[src/hdl/msq_pkg.sv]
// Shared types and constants for the multi-track note sequencer.
// Request and result payload structs, operation codes and controller states.
// No dependencies.
package msq_pkg;

    localparam int CHANNELS_DEF        = 4;
    localparam int NOTES_PER_TRACK_DEF = 256;

    typedef enum logic [2:0] {
        OP_TICK   = 3'd0,
        OP_START  = 3'd1,
        OP_PLAY   = 3'd2,
        OP_PAUSE  = 3'd3,
        OP_LOAD   = 3'd4,
        OP_LEGATO = 3'd5
    } op_t;

    typedef enum logic [1:0] {
        ST_IDLE,
        ST_SCAN,
        ST_NOTE,
        ST_EMIT
    } state_t;

    typedef struct packed {
        logic [2:0]  operation;
        logic [1:0]  track;
        logic [7:0]  note_index;
        logic [15:0] interval;
        logic [15:0] pitch;
        logic [15:0] legato_ticks;
    } req_t;

    typedef struct packed {
        logic [1:0]  channel;
        logic        sound_on;
        logic [15:0] tone_pitch;
        logic        track_end;
        logic        song_end;
        logic        last;
    } rsp_t;

endpackage

[src/hdl/msq_seq_ctrl.sv]
// Sequencer control: per-track state, request decode, tick scan and result walk.
// Uses msq_pkg types; drives the ports of msq_note_mem.
module msq_seq_ctrl #(
    parameter int CHANNELS        = msq_pkg::CHANNELS_DEF,
    parameter int NOTES_PER_TRACK = msq_pkg::NOTES_PER_TRACK_DEF,
    parameter int AW              = 10
) (
    input  logic          clk,
    input  logic          rst_n,
    input  logic          start,
    output logic          busy,
    input  msq_pkg::req_t req,
    input  logic          cfg_we,
    input  logic [2:0]    cfg_data,
    output logic          mem_we,
    output logic [AW-1:0] mem_waddr,
    output logic [31:0]   mem_wdata,
    output logic          mem_re,
    output logic [AW-1:0] mem_raddr,
    input  logic [31:0]   mem_rdata,
    output logic          result_valid,
    output msq_pkg::rsp_t result
);

    localparam int CW = (CHANNELS > 1) ? $clog2(CHANNELS) : 1;
    localparam int PW = $clog2(NOTES_PER_TRACK);

    msq_pkg::state_t state_reg, state_next;
    logic [CW-1:0]   ch_reg, ch_next;
    logic            playing_reg, playing_next;
    logic [2:0]      tracks_reg;
    logic            remain_reg, remain_next;
    logic            song_reg, song_next;
    logic [CHANNELS-1:0] active_reg, active_next;
    logic [CHANNELS-1:0] ev_valid_reg, ev_valid_next;
    logic [CHANNELS-1:0] ev_on_reg, ev_on_next;
    logic [CHANNELS-1:0] ev_end_reg, ev_end_next;
    logic [PW-1:0]   pos_reg [CHANNELS];
    logic [PW-1:0]   pos_next [CHANNELS];
    logic [15:0]     cd_reg [CHANNELS];
    logic [15:0]     cd_next [CHANNELS];
    logic [15:0]     cutoff_reg [CHANNELS];
    logic [15:0]     cutoff_next [CHANNELS];
    logic [15:0]     pitch_reg [CHANNELS];
    logic [15:0]     pitch_next [CHANNELS];

    logic [CW-1:0]       tidx;
    logic                track_ok;
    logic                chan_last;
    logic [CHANNELS-1:0] above_mask;
    logic                more_above;
    logic                advance;
    logic                rem_now;
    logic                do_arm;
    logic                emit_all;
    logic [15:0]         cd_dec;
    logic [15:0]         note_ivl;
    logic [15:0]         note_pit;

    // note_index modulo NOTES_PER_TRACK by restoring subtraction (quotient < 16)
    function automatic logic [PW-1:0] wrap_index(input logic [7:0] v);
        logic [15:0] r;
        r = 16'(v);
        for (int k = 3; k >= 0; k--)
        begin
            if (r >= 16'(NOTES_PER_TRACK << k))
            begin
                r = r - 16'(NOTES_PER_TRACK << k);
            end
        end
        return PW'(r);
    endfunction

    assign tidx      = CW'(req.track);
    assign track_ok  = int'(req.track) < CHANNELS;
    assign chan_last = ch_reg == CW'(CHANNELS - 1);
    assign busy      = state_reg != msq_pkg::ST_IDLE;
    assign cd_dec    = cd_reg[ch_reg] - 16'd1;
    assign note_ivl  = mem_rdata[15:0];
    assign note_pit  = mem_rdata[31:16];

    always_comb
    begin
        for (int i = 0; i < CHANNELS; i++)
        begin
            above_mask[i] = int'(ch_reg) < i;
        end
    end

    assign more_above = |(ev_valid_reg & above_mask);

    always_comb
    begin
        state_next    = state_reg;
        ch_next       = ch_reg;
        playing_next  = playing_reg;
        remain_next   = remain_reg;
        song_next     = song_reg;
        active_next   = active_reg;
        ev_valid_next = ev_valid_reg;
        ev_on_next    = ev_on_reg;
        ev_end_next   = ev_end_reg;
        pos_next      = pos_reg;
        cd_next       = cd_reg;
        cutoff_next   = cutoff_reg;
        pitch_next    = pitch_reg;
        mem_we        = 1'b0;
        mem_waddr     = AW'(tidx) * AW'(NOTES_PER_TRACK) + AW'(wrap_index(req.note_index));
        mem_wdata     = {req.pitch, req.interval};
        mem_re        = 1'b0;
        mem_raddr     = AW'(ch_reg) * AW'(NOTES_PER_TRACK) + AW'(pos_reg[ch_reg]);
        result_valid  = 1'b0;
        result        = '0;
        advance       = 1'b0;
        rem_now       = remain_reg;
        do_arm        = 1'b0;
        emit_all      = 1'b0;

        unique case (state_reg)
            msq_pkg::ST_IDLE:
            begin
                if (start)
                begin
                    unique case (req.operation)
                        msq_pkg::OP_TICK:
                        begin
                            if (playing_reg)
                            begin
                                ev_valid_next = '0;
                                ev_on_next    = '0;
                                ev_end_next   = '0;
                                remain_next   = 1'b0;
                                song_next     = 1'b0;
                                ch_next       = '0;
                                state_next    = msq_pkg::ST_SCAN;
                            end
                        end
                        msq_pkg::OP_START:
                        begin
                            do_arm      = 1'b1;
                            emit_all    = 1'b1;
                            ev_end_next = '0;
                            song_next   = 1'b0;
                        end
                        msq_pkg::OP_PLAY:
                        begin
                            playing_next = 1'b1;
                        end
                        msq_pkg::OP_PAUSE:
                        begin
                            playing_next = 1'b0;
                            emit_all     = 1'b1;
                            ev_end_next  = '0;
                            song_next    = 1'b0;
                        end
                        msq_pkg::OP_LOAD:
                        begin
                            mem_we = track_ok;
                        end
                        msq_pkg::OP_LEGATO:
                        begin
                            if (track_ok)
                            begin
                                cutoff_next[tidx] = req.legato_ticks;
                            end
                        end
                        default:
                        begin
                        end
                    endcase
                end
            end
            msq_pkg::ST_SCAN:
            begin
                if (!active_reg[ch_reg])
                begin
                    advance = 1'b1;
                end
                else if (cd_reg[ch_reg] == 16'd0)
                begin
                    mem_re     = 1'b1;
                    state_next = msq_pkg::ST_NOTE;
                end
                else
                begin
                    cd_next[ch_reg] = cd_dec;
                    rem_now         = 1'b1;
                    remain_next     = 1'b1;
                    if (cd_dec == cutoff_reg[ch_reg])
                    begin
                        ev_valid_next[ch_reg] = 1'b1;
                    end
                    advance = 1'b1;
                end
            end
            msq_pkg::ST_NOTE:
            begin
                pos_next[ch_reg] = (pos_reg[ch_reg] == PW'(NOTES_PER_TRACK - 1)) ?
                                   '0 : pos_reg[ch_reg] + PW'(1);
                ev_valid_next[ch_reg] = 1'b1;
                if (note_ivl == 16'd0 && note_pit == 16'd0)
                begin
                    active_next[ch_reg] = 1'b0;
                    ev_end_next[ch_reg] = 1'b1;
                end
                else
                begin
                    cd_next[ch_reg]    = note_ivl - 16'd1;
                    rem_now            = 1'b1;
                    remain_next        = 1'b1;
                    ev_on_next[ch_reg] = note_pit != 16'd0;
                    pitch_next[ch_reg] = note_pit;
                end
                state_next = msq_pkg::ST_SCAN;
                advance    = 1'b1;
            end
            msq_pkg::ST_EMIT:
            begin
                if (ev_valid_reg[ch_reg])
                begin
                    result_valid      = 1'b1;
                    result.channel    = 2'(ch_reg);
                    result.sound_on   = ev_on_reg[ch_reg];
                    result.tone_pitch = ev_on_reg[ch_reg] ? pitch_reg[ch_reg] : 16'd0;
                    result.track_end  = ev_end_reg[ch_reg];
                    result.song_end   = song_reg && !more_above;
                    result.last       = !more_above;
                end
                if (!more_above)
                begin
                    state_next = msq_pkg::ST_IDLE;
                end
                else
                begin
                    ch_next = ch_reg + CW'(1);
                end
            end
            default:
            begin
                state_next = msq_pkg::ST_IDLE;
            end
        endcase

        if (advance)
        begin
            if (!chan_last)
            begin
                ch_next = ch_reg + CW'(1);
            end
            else if (!rem_now)
            begin
                // song over: re-arm, silence every channel, flag the final result
                playing_next = 1'b0;
                do_arm       = 1'b1;
                emit_all     = 1'b1;
                song_next    = 1'b1;
            end
            else if (ev_valid_next != '0)
            begin
                ch_next    = '0;
                state_next = msq_pkg::ST_EMIT;
            end
            else
            begin
                state_next = msq_pkg::ST_IDLE;
            end
        end

        if (do_arm)
        begin
            for (int i = 0; i < CHANNELS; i++)
            begin
                active_next[i] = 4'(i) < {1'b0, tracks_reg};
                pos_next[i]    = '0;
                cd_next[i]     = '0;
            end
        end

        if (emit_all)
        begin
            ev_valid_next = '1;
            ev_on_next    = '0;
            ch_next       = '0;
            state_next    = msq_pkg::ST_EMIT;
        end
    end

    always_ff @(posedge clk or negedge rst_n)
    begin
        if (!rst_n)
        begin
            state_reg    <= msq_pkg::ST_IDLE;
            ch_reg       <= '0;
            playing_reg  <= 1'b0;
            tracks_reg   <= '0;
            remain_reg   <= 1'b0;
            song_reg     <= 1'b0;
            active_reg   <= '0;
            ev_valid_reg <= '0;
            ev_on_reg    <= '0;
            ev_end_reg   <= '0;
            for (int i = 0; i < CHANNELS; i++)
            begin
                pos_reg[i]    <= '0;
                cd_reg[i]     <= '0;
                cutoff_reg[i] <= '0;
            end
        end
        else
        begin
            state_reg    <= state_next;
            ch_reg       <= ch_next;
            playing_reg  <= playing_next;
            remain_reg   <= remain_next;
            song_reg     <= song_next;
            active_reg   <= active_next;
            ev_valid_reg <= ev_valid_next;
            ev_on_reg    <= ev_on_next;
            ev_end_reg   <= ev_end_next;
            pos_reg      <= pos_next;
            cd_reg       <= cd_next;
            cutoff_reg   <= cutoff_next;
            if (cfg_we)
            begin
                tracks_reg <= cfg_data;
            end
        end
    end

    always_ff @(posedge clk)
    begin
        pitch_reg <= pitch_next;
    end

endmodule

[config.mk]
export PLATFORM = sky130hd
export DESIGN_NAME = msq_seq_ctrl
export DESIGN_NICKNAME = d
export VERILOG_FILES = /design/src/hdl/msq_pkg.sv /design/src/hdl/msq_seq_ctrl.sv
export SDC_FILE = /design/constraint.sdc
export NUM_CORES = 1
export LEC_CHECK = 0
export BUFFER_PORTS_ARGS = -buffer_cell sky130_fd_sc_hd__buf_2
export CORE_ASPECT_RATIO = 1.75
export CORE_MARGIN = 4
export CORE_UTILIZATION = 35
export CTS_CLUSTER_DIAMETER = 30
export DETAILED_ROUTE_END_ITERATION = 8
export PLACE_DENSITY_LB_ADDON = 0.12
export SLEW_MARGIN = 20
export SYNTH_ARGS = -nofsm -noshare
export SYNTH_HDL_FRONTEND = slang
export SYNTH_SLANG_ARGS = --single-unit
[constraint.sdc]
create_clock -name clk -period 3.6 [get_ports clk]
set_input_delay 0.9 -clock clk [delete_from_list [all_inputs] [get_ports clk]]
set_output_delay 0.9 -clock clk [all_outputs]
set_load 0.02 [all_outputs]
==> summary.txt, run 1 <==
Routing
  – Avg WL per Cell: 20.70 um
  – Via count: 9558
  – Post-route ant nets: 0
  – DRT iter0 DRCs: 476
  – Initial DRT Pass Iterations: 5
  – Vias per cell: 5.234
  – Routed WL: 37790 um
  – # DRC: 0

Synth
  – Sequential area share after synthesis: 0.5047
  – Commonest cells in the synthesized netlist: dfrtp_1, nand2_1, nor2_1
  – Synth top area share: 0.3572
  – Flops & latches, synth: 250
  – Fraction of registers with async set/reset: 0.7440
  – Biggest area consumer among synthesized cells: dfrtp_1
  – Synthesis warning total: 0
  – Main area contributors after synthesis: dfrtp_1, edfxtp_1, mux4_2
  – EDFF count, synth: 64
  – Gate Count Post-Synth: 1130
  – Syn Area/Cell: 11.53 sq um
  – Synthesized cell area: around 13000 sq um
  – Main synth FF type: dfrtp_1
  – Unique masters post-synth: between 60 and 70
  – Synth Net Count: 1243
  – Top-count cell post-synth: dfrtp_1

Timing
  – Setup Skew: 0.02445 ns
  – F_max: 265.5 MHz
  – Setup violations, final: 5
  – Max-slew violation count: 0
  – Fin crit period: 3.766 ns
  – Slack of the critical path: -0.1661 ns
  – RSZ-0062 raised after global routing: yes
  – Worst slew pin tran: 0.6001 ns
  – Slew headroom: 0.5957
  – Setup Total Neg Slack: -0.6532 ns
  – Tcrit/Tclk final: 1.046
  – Final-report hold violation count: 0

Critical path
  – Crit end category: output pin
  – CP peak stage delay: about 0.50 ns
  – Worst reg2reg path endpoint: state_reg[0]
  – Crit Path Max Fanout: 5
  – WP buf/inv: 3
  – Crit path DAT: around 2.9 ns
  – CP required: 2.70 ns
  – Worst Reg-to-Reg Cells: 13
  – Worst R2R Setup Slack: -0.15 ns
  – CP cell instances: buf_12, buf_16, mux4_2, nor4_4, nand4_1, nor2_2, and2_4, buf_6
  – Top delay family on crit path: simple AND/OR/NAND/NOR gates
  – Critical Path Source Type: flip-flop
  – Reg2reg start: ch_reg[0]
  – Critical Setup Path Class: flip-flop to output pin
  – Setup crit start: ch_reg[0]
  – Slowest cell on the critical path: dfrtp_4

Floorplan
  – FP Rows: 93
  – Io pins: 178
  – Die Area: 40500 sq um
  – Core ar.: 36770 sq um
  – Die height: roughly 260 um
  – Die width: 153.9 um
  – Initial Util: 0.3544

Power
  – Maximum vdd drop: 429.4 uV
  – Pwr dens: 922.2 nW/um^2
  – Switching share of power: 0.3643
  – Logic pwr share: 0.447
  – Lkg Pwr: 7.311 nW
  – Internal: 9.788 mW
  – Seq pwr share: 0.266
  – Total power: 15.40 mW
  – Clk pwr share: 0.288
  – Psw: 5.609 mW

Clocking
  – CTS H-tree lvls: 2
  – Num CTS Buffers: 44
  – Worst-path clk slew: 0.05 ns
  – # clock sinks: 250
  – Number of buffers on the longest clock path: 3
  – CTS tree: built
  – Latest clock arrival within the worst-skew pair: 0.55 ns
  – Clock root cell: clkbuf_16

Outcome
  – Failing checks: negative setup slack
  – Status: finished with violations

Global routing
  – Global-route usage over all layers: 0.1834
  – Global-route wire length before repair: 58310 um
  – Pin count of the biggest net entering global routing: 63
  – Remaining global-route overflow: 0
  – Vias in the first global route: 10060
  – Initial antenna violation count: 1

Placement
  – Detailed Place HPWL: around 27000 um
  – Port-buffer cells: 97
  – Final Wtd Congestion: 0.8473

Final layout
  – Area grow syn2layout: 28.14%
  – Ant. Diodes: 0
  – Final net count: 1431
  – Layout cell share with drive strength beyond 1: 0.3612

Run
  – Max_cap viols: 0

Hold path
  – Worst min path class: primary input to asynchronous set/reset pin
-- stage by stage --
step	hold WS [ns]	cells	setup slack [ns]	area, sq um	util
6_report	0.3511	1826	-0.1661	16700	0.4541
5_1_grt	0.3737	1826	-0.3068	16700	0.4541
4_1_cts	0.3605	1820	-0.1494	16490	0.4486
3_5_place_dp	0.4861	1711	-0.07474	14510	0.3947
3_3_place_gp	0.4823	1711	-0.04824	14510	0.3947
2_1_floorplan	0.4387	1130	-0.05158	13080	-
-- worst register-to-register path, cell delays in order, from the launching register on --
cell and delay [ns]:
dfrtp_4 0.44, buf_12 0.14, mux4_2 0.55, inv_4 0.10, ha_4 0.15, nor2b_4 0.17, and3_4 0.21, nor2_4 0.04
xnor3_1 0.33, or4b_4 0.50, nor4_4 0.16, or4b_4 0.52, o21a_1 0.21, a31oi_1 0.14
-- power by group through the flow --
stage / Clock, mW / Combinational (mW) / Sequential [mW]
after CTS: 4.52 / 6.70 / 4.09
after floorplan: 0 / 4.21 / 3.97
after detailed placement: 0 / 6.27 / 4.14
final: 4.43 / 6.88 / 4.09
after global routing: 4.68 / 7.48 / 4.17
after global placement: 0 / 6.23 / 4.11
-- cell usage in the layout, fill, tap and decap left out, types with 7 or more instances in the layout --
cell type / n
nor3_1: 7
bufinv_16: 7
buf_6: 7
buf_2: 95
a211oi_1: 17
dfrtp_1: 184
and3_1: 20
nor2b_1: 7
nand2_1: 116
buf_12: 8
xor2_1: 20
ha_1: 11
and2_1: 7
nor4_1: 9
inv_1: 14
mux4_2: 60
o21ai_0: 28
buf_4: 126
a21oi_1: 88
clkbuf_16: 48
nand3_1: 49
mux2i_1: 29
mux2_2: 69
nor2_1: 98
a31oi_1: 7
edfxtp_1: 64
xnor2_1: 26
-- logic make-up after synthesis --
| family | after synthesis | synth area share |
|---|---|---|
| AND/OR/NAND/NOR | 364 | 0.1350 |
| AO/OA/AOI/OAI | 179 | 0.08076 |
| adder cells (fa/ha/maj) | 13 | 0.01248 |
| multiplexers | 157 | 0.1839 |
| XOR/XNOR | 48 | 0.03332 |
| flip-flops | 250 | 0.5047 |
| buffers and inverters | 119 | 0.04984 |
-- cell type report --
class / instances / area [sq um]
Fill cell: 3548 / 20070
Multi-Input combinational cell: 762 / 6035
Sequential cell: 250 / 6584
Clock buffer: 56 / 1250
Clock inverter: 23 / 344.1
Tap cell: 475 / 594.3
Timing Repair Buffer: 243 / 1823
Inverter: 17 / 66.31
-- per-layer routing --
metal  global-route usage  share of wire  vias to the layer above
met4              0.05351          0.027                        2
met3              0.03043          0.040                       66
met2               0.3534           0.56                      241
met1               0.2041           0.37                     4796
li1                     -              -                     4453
met5                    0        0.00034                        -
-- what timing repair did --
item	4_1_cts	5_1_grt
buffers inserted	30	6
pin swaps	13	8
resized for setup	25	27
hold buffers	0	0
setup endpoints to repair	29	56
cloned	2	2
-- how the worst max path moves through the flow --
stage                       to  depth (start not counted)
2_1_floorplan        result[1]                         10
3_3_place_gp   ev_valid_reg[0]                         10
3_5_place_dp   ev_valid_reg[2]                         10
4_1_cts                 mem_re                          8
5_1_grt                 mem_re                          9
6_report                mem_re                          8
Power figures use the tool's default switching activity.
==> run 2, diff against run 1 <==
--- a/config.mk
+++ b/config.mk
@@ -6,6 +6,8 @@
 export NUM_CORES = 1
 export LEC_CHECK = 0
 export BUFFER_PORTS_ARGS = -buffer_cell sky130_fd_sc_hd__buf_2
+export CELL_PAD_IN_SITES_DETAIL_PLACEMENT = 1
+export CELL_PAD_IN_SITES_GLOBAL_PLACEMENT = 1
 export CORE_ASPECT_RATIO = 1.75
 export CORE_MARGIN = 4
 export CORE_UTILIZATION = 35
==> run 2 against run 1 <==
Combinational power barely moved. Global-route usage rose by 2.4 points. Cell count fell by 0.22%. Setup slack got worse by 0.023 ns. Sequential share of layout area fell by 0.17 points. Total power fell by 0.52%. The flow still finishes with violations (negative setup slack). Sequential power barely moved.
==> summary.txt, run 2 (synthesis gave the netlist of run 1 again) <==
Routing
  – DRT iter0 DRCs: 406 (-15%)
  – Post-route ant nets: 0 (unchanged)
  – Routed WL: 41530 um (+9.9%)
  – Initial DRT Pass Iterations: 4 (-1)
  – Via count: 9712 (+1.6%)
  – Vias per cell: 5.330 (+1.8%)
  – # DRC: 0 (unchanged)
  – Avg WL per Cell: 22.79 um (+10%)

Critical path
  – Worst R2R Setup Slack: -0.10 ns (+0.05 ns)
  – Crit end category: output pin
  – Levels on crit path: 10 (+2)
  – Top delay family on crit path: buffers and inverters
  – Crit path DAT: 2.89 ns (+0.02 ns)
  – Worst Reg-to-Reg Cells: 14 (+1)
  – Critical Path Source Type: flip-flop
  – Critical Setup Path Class: flip-flop to output pin
  – CP required: 2.70 ns (about the same)
  – Top cell by count, worst path: buf_4
  – CP cell instances: buf_12, buf_16, mux4_2, nor4_2, buf_4, nand4_1, buf_4, nor2_4, and2_4, buf_6
  – Slowest cell on the critical path: dfrtp_4
  – WP buf/inv: 5 (+2)
  – CP peak stage delay: 0.51 ns (about the same)
  – Crit Path Max Fanout: 5 (unchanged)

Clocking
  – Num CTS Buffers: 43 (-2.3%)
  – Latest clock arrival within the worst-skew pair: 0.56 ns (about the same)
  – Clock root cell: clkbuf_16
  – CTS H-tree lvls: 2 (unchanged)
  – # clock sinks: 250 (unchanged)
  – Worst-path clk slew: 0.05 ns (about the same)
  – CTS tree: built
  – Hold buffer count at cts: 0 (unchanged)
  – Number of buffers on the longest clock path: 3 (unchanged)

Final layout
  – Most frequent cells in the layout: dfrtp_1, buf_4, nand2_1
  – Fill cells: 3975 (+12%)
  – Commonest non-fill, non-tap cell in the layout: dfrtp_1
  – Post-Layout Inst Area: 16770 sq um (+0.43%)
  – Layout cell share with drive strength beyond 1: 0.3640 (+0.002828)
  – Final net count: 1425 (-0.42%)
  – Final core utilization: 0.4560 (+0.001973)
  – Footprint of the multi-input gates: 6010 sq um (-0.41%)
  – Sequential cell area: 6584 sq um (unchanged)
  – Area grow syn2layout: 28.69%
  – Non-Filler Instances: 1822 (-0.22%)

Timing
  – Tcrit/Tclk final: 1.052 (+0.006341)
  – Final-report hold violation count: 0 (unchanged)
  – Max-slew violation count: 0 (unchanged)
  – F_max: 263.9 MHz (-0.60%)
  – WHS: 0.3900 ns (+0.03894 ns)
  – Setup violations, final: 5 (unchanged)
  – Setup Total Neg Slack: -0.4409 ns (+0.2123 ns)
  – Worst slew pin tran: 0.7300 ns (+0.1299 ns)
  – Setup Skew: 0.02501 ns (+0.0005665 ns)
  – RSZ-0062 raised after global routing: yes
  – Fin crit period: 3.789 ns (+0.02283 ns)
  – Slack of the critical path: -0.1889 ns (-0.02283 ns)
  – Slew headroom: 0.5089 (-0.08685)

Hold path
  – Worst min path class: primary input to asynchronous set/reset pin

Floorplan
  – Die width: 153.9 um (unchanged)
  – Die height: 263.2 um (unchanged)
  – Io pins: 178 (unchanged)
  – FP Rows: 93 (unchanged)
  – Core ar.: 36770 sq um (unchanged)
  – Initial Util: 0.3544 (unchanged)
  – Die Area: 40500 sq um (unchanged)

Power
  – Total power: 15.32 mW (-0.52%)
  – Pwr dens: 913.4 nW/um^2 (-0.95%)
  – Clk pwr share: 0.281 (-0.007)
  – Logic pwr share: 0.451 (+0.004)
  – Internal: 9.534 mW (-2.6%)
  – Psw: 5.782 mW (+3.1%)
  – Seq pwr share: 0.269 (+0.003)
  – Switching share of power: 0.3775 (+0.01323)
  – Lkg Pwr: 7.307 nW (about the same)
  – Maximum vdd drop: 411.3 uV (-4.2%)

Placement
  – Dpl cell area: 14420 sq um (-0.67%)
  – Detailed Place HPWL: 28580 um (+7.8%)
  – Final Wtd Congestion: 0.8441 (-0.38%)
  – Port-buffer cells: 97 (unchanged)
  – Pre-CTS setup slack: -0.06008 ns (+0.01466 ns)
  – DP Cell Count: 1698 (-0.76%)

Global routing
  – Remaining global-route overflow: 0 (unchanged)
  – Initial antenna violation count: 0 (-1)
  – Pin count of the biggest net entering global routing: 79 (+25%)
  – Global-route usage over all layers: 0.2070 (+0.02353)
  – Vias in the first global route: 11040 (+9.7%)
  – Global-route wire length before repair: 65210 um (+12%)

Outcome
  – Failing checks: negative setup slack
  – Status: finished with violations

Run
  – Max_cap viols: 0 (unchanged)
## run 2: routing by layer
metal / global-route usage / vias up / wire, um
met4: 0.07668 / 0 / 1455
met3: 0.02747 / 79 / 1289
li1: - / 4460 / -
met1: 0.2241 / 4972 / 15060
met5: 0 / - / 0
met2: 0.4024 / 201 / 23730
## run 2: timing repair
item,in CTS,in global routing
cloned,10,1
setup buffers,25,13
setup endpoints to repair,26,135
pin swaps,13,2
resized for setup,50,14
## run 2: path summary, 6_finish.rpt
path,start,endpoint
min reg2reg,cutoff_reg[14],cutoff_reg[14]
min in group clk,cutoff_reg[14],cutoff_reg[14]
max in group asynchronous,rst_n,cutoff_reg[63]
max reg2reg,ch_reg[0],state_reg[0]
max,ch_reg[0],mem_re
min,rst_n,cutoff_reg[43]
## run 2: cell type report
cell class / instances / area share
clock buffer: 49 / 0.06857
timing repair buffer: 238 / 0.1174
inverter: 17 / 0.004029
sequential: 250 / 0.3926
tap: 475 / 0.03544
multi-input combinational: 762 / 0.3584
antenna: 1 / 0.0001492
clock inverter: 30 / 0.02335
## run 2: power by group through the flow
stage / combinational, mW / clock, mW / sequential, mW
4_1_cts: 6.80 / 4.39 / 4.13
5_1_grt: 7.51 / 4.54 / 4.20
3_5_place_dp: 6.28 / 0 / 4.16
2_1_floorplan: 4.21 / 0 / 3.97
3_3_place_gp: 6.21 / 0 / 4.13
6_report: 6.90 / 4.30 / 4.11
==> run 3, diff against run 2 <==
--- a/config.mk
+++ b/config.mk
@@ -10,10 +10,11 @@
 export CELL_PAD_IN_SITES_GLOBAL_PLACEMENT = 1
 export CORE_ASPECT_RATIO = 1.75
 export CORE_MARGIN = 4
-export CORE_UTILIZATION = 35
+export CORE_UTILIZATION = 42
 export CTS_CLUSTER_DIAMETER = 30
 export DETAILED_ROUTE_END_ITERATION = 8
 export PLACE_DENSITY_LB_ADDON = 0.12
+export SKIP_LAST_GASP = 1
 export SLEW_MARGIN = 20
 export SYNTH_ARGS = -nofsm -noshare
 export SYNTH_HDL_FRONTEND = slang
==> run 3 against run 2 <==
The run still ends with negative setup slack left. Setup slack about the same. Critical path depth decreased by 1. Cell area decreased by 4.1%. Non-clock buffer count decreased by 23. Die area decreased by 16%. Critical path type unchanged. Hold slack got worse by 0.058 ns. Highest routed layer unchanged. Clock power decreased by 5%. Sequential cell count unchanged. Cell count decreased by 6.2%.
==> summary.txt, run 3 (synthesis gave the netlist of run 1 again) <==
Outcome
  – Status: finished with violations
  – Failing checks: negative setup slack

Floorplan
  – Die Area: 34020 sq um (-16%)
  – FP Rows: 85 (-8.6%)
  – Die height: 241.0 um (-8.4%)
  – Initial Util: 0.4239 (+0.06957)
  – Io pins: 178 (unchanged)
  – Die width: 141.1 um (-8.3%)
  – Core ar.: 30740 sq um (-16%)

Timing
  – Tcrit/Tclk final: 1.052 (about the same)
  – Worst slew pin tran: 0.6139 ns (-0.1161 ns)
  – Slew headroom: 0.5894 (+0.08054)
  – Final-report hold violation count: 0 (unchanged)
  – Setup violations, final: 5 (unchanged)
  – Fin crit period: 3.789 ns (-0.00001600 ns)
  – RSZ-0062 raised after global routing: yes
  – Setup Skew: 0.02613 ns (+0.001117 ns)
  – Setup Total Neg Slack: -0.4912 ns (-0.05022 ns)
  – Max-slew violation count: 0 (unchanged)
  – F_max: 263.9 MHz (about the same)
  – Slack of the critical path: -0.1889 ns (+0.00001600 ns)
  – WHS: 0.3322 ns (-0.05779 ns)

Final layout
  – Commonest non-fill, non-tap cell in the layout: dfrtp_1
  – Final core utilization: 0.5233 (+0.06731)
  – Layout cell share with drive strength beyond 1: 0.3429 (-0.02110)
  – Area grow syn2layout: 23.45%
  – Ant. Diodes: 0 (-1)
  – Most frequent cells in the layout: dfrtp_1, nand2_1, buf_4
  – Final net count: 1400 (-1.8%)

Routing
  – DRT iter0 DRCs: 454 (+12%)
  – Via count: 9597 (-1.2%)
  – Routed WL: 38970 um (-6.2%)
  – Initial DRT Pass Iterations: 4 (unchanged)
  – Avg WL per Cell: 22.80 um (about the same)
  – Post-route ant nets: 0 (unchanged)
  – # DRC: 0 (unchanged)
  – Vias per cell: 5.616 (+5.3%)

Power
  – Internal: 9.244 mW (-3.0%)
  – Logic pwr share: 0.450 (about the same)
  – Clk pwr share: 0.275 (-0.006)
  – Psw: 5.649 mW (-2.3%)
  – Lkg Pwr: 7.041 nW (-3.6%)
  – Switching share of power: 0.3793 (+0.001785)
  – Seq pwr share: 0.275 (+0.006)
  – Maximum vdd drop: 474.7 uV (+15%)
  – Pwr dens: 925.9 nW/um^2 (+1.4%)

Global routing
  – Met3 usage: 0.03747 (+0.01000)
  – Initial antenna violation count: 0 (unchanged)
  – Global-route usage over all layers: 0.2318 (+0.02489)
  – Remaining global-route overflow: 0 (unchanged)
  – Global-route wire length before repair: 60930 um (-6.6%)
  – Global-route layer with the greatest usage: met2
  – Met2 usage: 0.4379 (+0.03545)
  – Vias in the first global route: 10830 (-1.9%)
  – Pin count of the biggest net entering global routing: 67 (-15%)
  – M1 GR Usage: 0.2471 (+0.02306)

Critical path
  – Critical Setup Path Class: flip-flop to output pin
  – CP required: 2.70 ns (about the same)
  – Worst Reg-to-Reg Cells: 13 (-1)
  – Top cell by count, worst path: buf_12
  – Crit Path Max Fanout: 8 (+3)
  – Worst reg2reg path endpoint: state_reg[0]
  – Reg2reg start: ch_reg[0]
  – Slowest cell on the critical path: dfrtp_4
  – Worst R2R Setup Slack: -0.10 ns (about the same)
  – CP cell instances: buf_12, buf_12, mux4_2, nor4_2, buf_4, nand4_1, nor2_2, and2_4, buf_6
  – CP peak stage delay: 0.50 ns (about the same)
  – Setup crit start: ch_reg[0]
  – Critical Path Source Type: flip-flop
  – Crit end category: output pin
  – Setup crit end: mem_re
  – Crit path DAT: 2.89 ns (about the same)

Clocking
  – Number of buffers on the longest clock path: 3 (unchanged)
  – Hold buffer count at cts: 0 (unchanged)
  – Worst-path clk slew: 0.06 ns (about the same)
  – Num CTS Buffers: 42 (-2.3%)
  – CTS H-tree lvls: 2 (unchanged)
  – CTS tree: built
  – # clock sinks: 250 (unchanged)
  – Clock root cell: clkbuf_16
  – Latest clock arrival within the worst-skew pair: 0.54 ns (-0.02 ns)

Hold path
  – Worst min path class: primary input to asynchronous set/reset pin

Placement
  – Port-buffer cells: 97 (unchanged)
  – Final Wtd Congestion: 0.8847 (+4.8%)
  – Pre-CTS setup slack: -0.1451 ns (-0.08501 ns)
  – Detailed Place HPWL: 27790 um (-2.8%)

Run
  – Max_cap viols: 0 (unchanged)
==> run 3: metrics by stage <==
stage	cells	power [mW]	cell area, sq um
2_1_floorplan	1130	8.183	13080
3_3_place_gp	1611	10.33	14330
3_5_place_dp	1611	10.47	14330
4_1_cts	1695	14.80	15890
5_1_grt	1709	15.77	16090
6_report	1709	14.89	16090
==> run 3: repair_timing <==
item                       CTS  global route
setup endpoints to repair   40           126
gates resized for setup     11            12
pin swaps                    1             4
buffers inserted             9            14
==> run 3: layout make-up <==
cell class              count  area, sq um
clock inverters            29        334.1
repair buffers            215         1563
inverters                  17        67.56
fillers                  3227        14650
flip-flops and latches    250         6584
clock buffers              46         1109
multi-input cells         761         5939
well taps                 391        489.2
==> run 3: worst min path at each step <==
stage                     endpoint  cells after the start  slack, ns
floorplan                 song_reg                      2       0.44
global placement          song_reg                      2       0.46
detailed placement        song_reg                      2       0.45
CTS                 cutoff_reg[56]                      1       0.34
global route        cutoff_reg[40]                      1       0.35
finish              cutoff_reg[56]                      1       0.33
==> run 3: power groups by stage <==
| stage | registers, mW | clock network [mW] | logic (mW) |
|---|---|---|---|
| finish | 4.09 | 4.10 | 6.70 |
| global route | 4.17 | 4.31 | 7.28 |
| CTS | 4.09 | 4.18 | 6.53 |
| detailed placement | 4.14 | 0 | 6.33 |
| global placement | 4.10 | 0 | 6.22 |
| floorplan | 3.97 | 0 | 4.21 |
==> run 3: layer usage <==
metal | wire length [um] | part of all wire
met1 | 13900 | 0.36
met2 | 21930 | 0.56
met3 | 1322 | 0.034
met4 | 1816 | 0.047
met5 | 0 | 0
==> run 3: worst max-delay path, delay by kind of cell (launching register included) <==
family                 cells  cell delay, ns
and+or+nand+nor            4            0.79
muxes                      1            0.47
DFF                        1            0.50
buffers and inverters      4            0.60
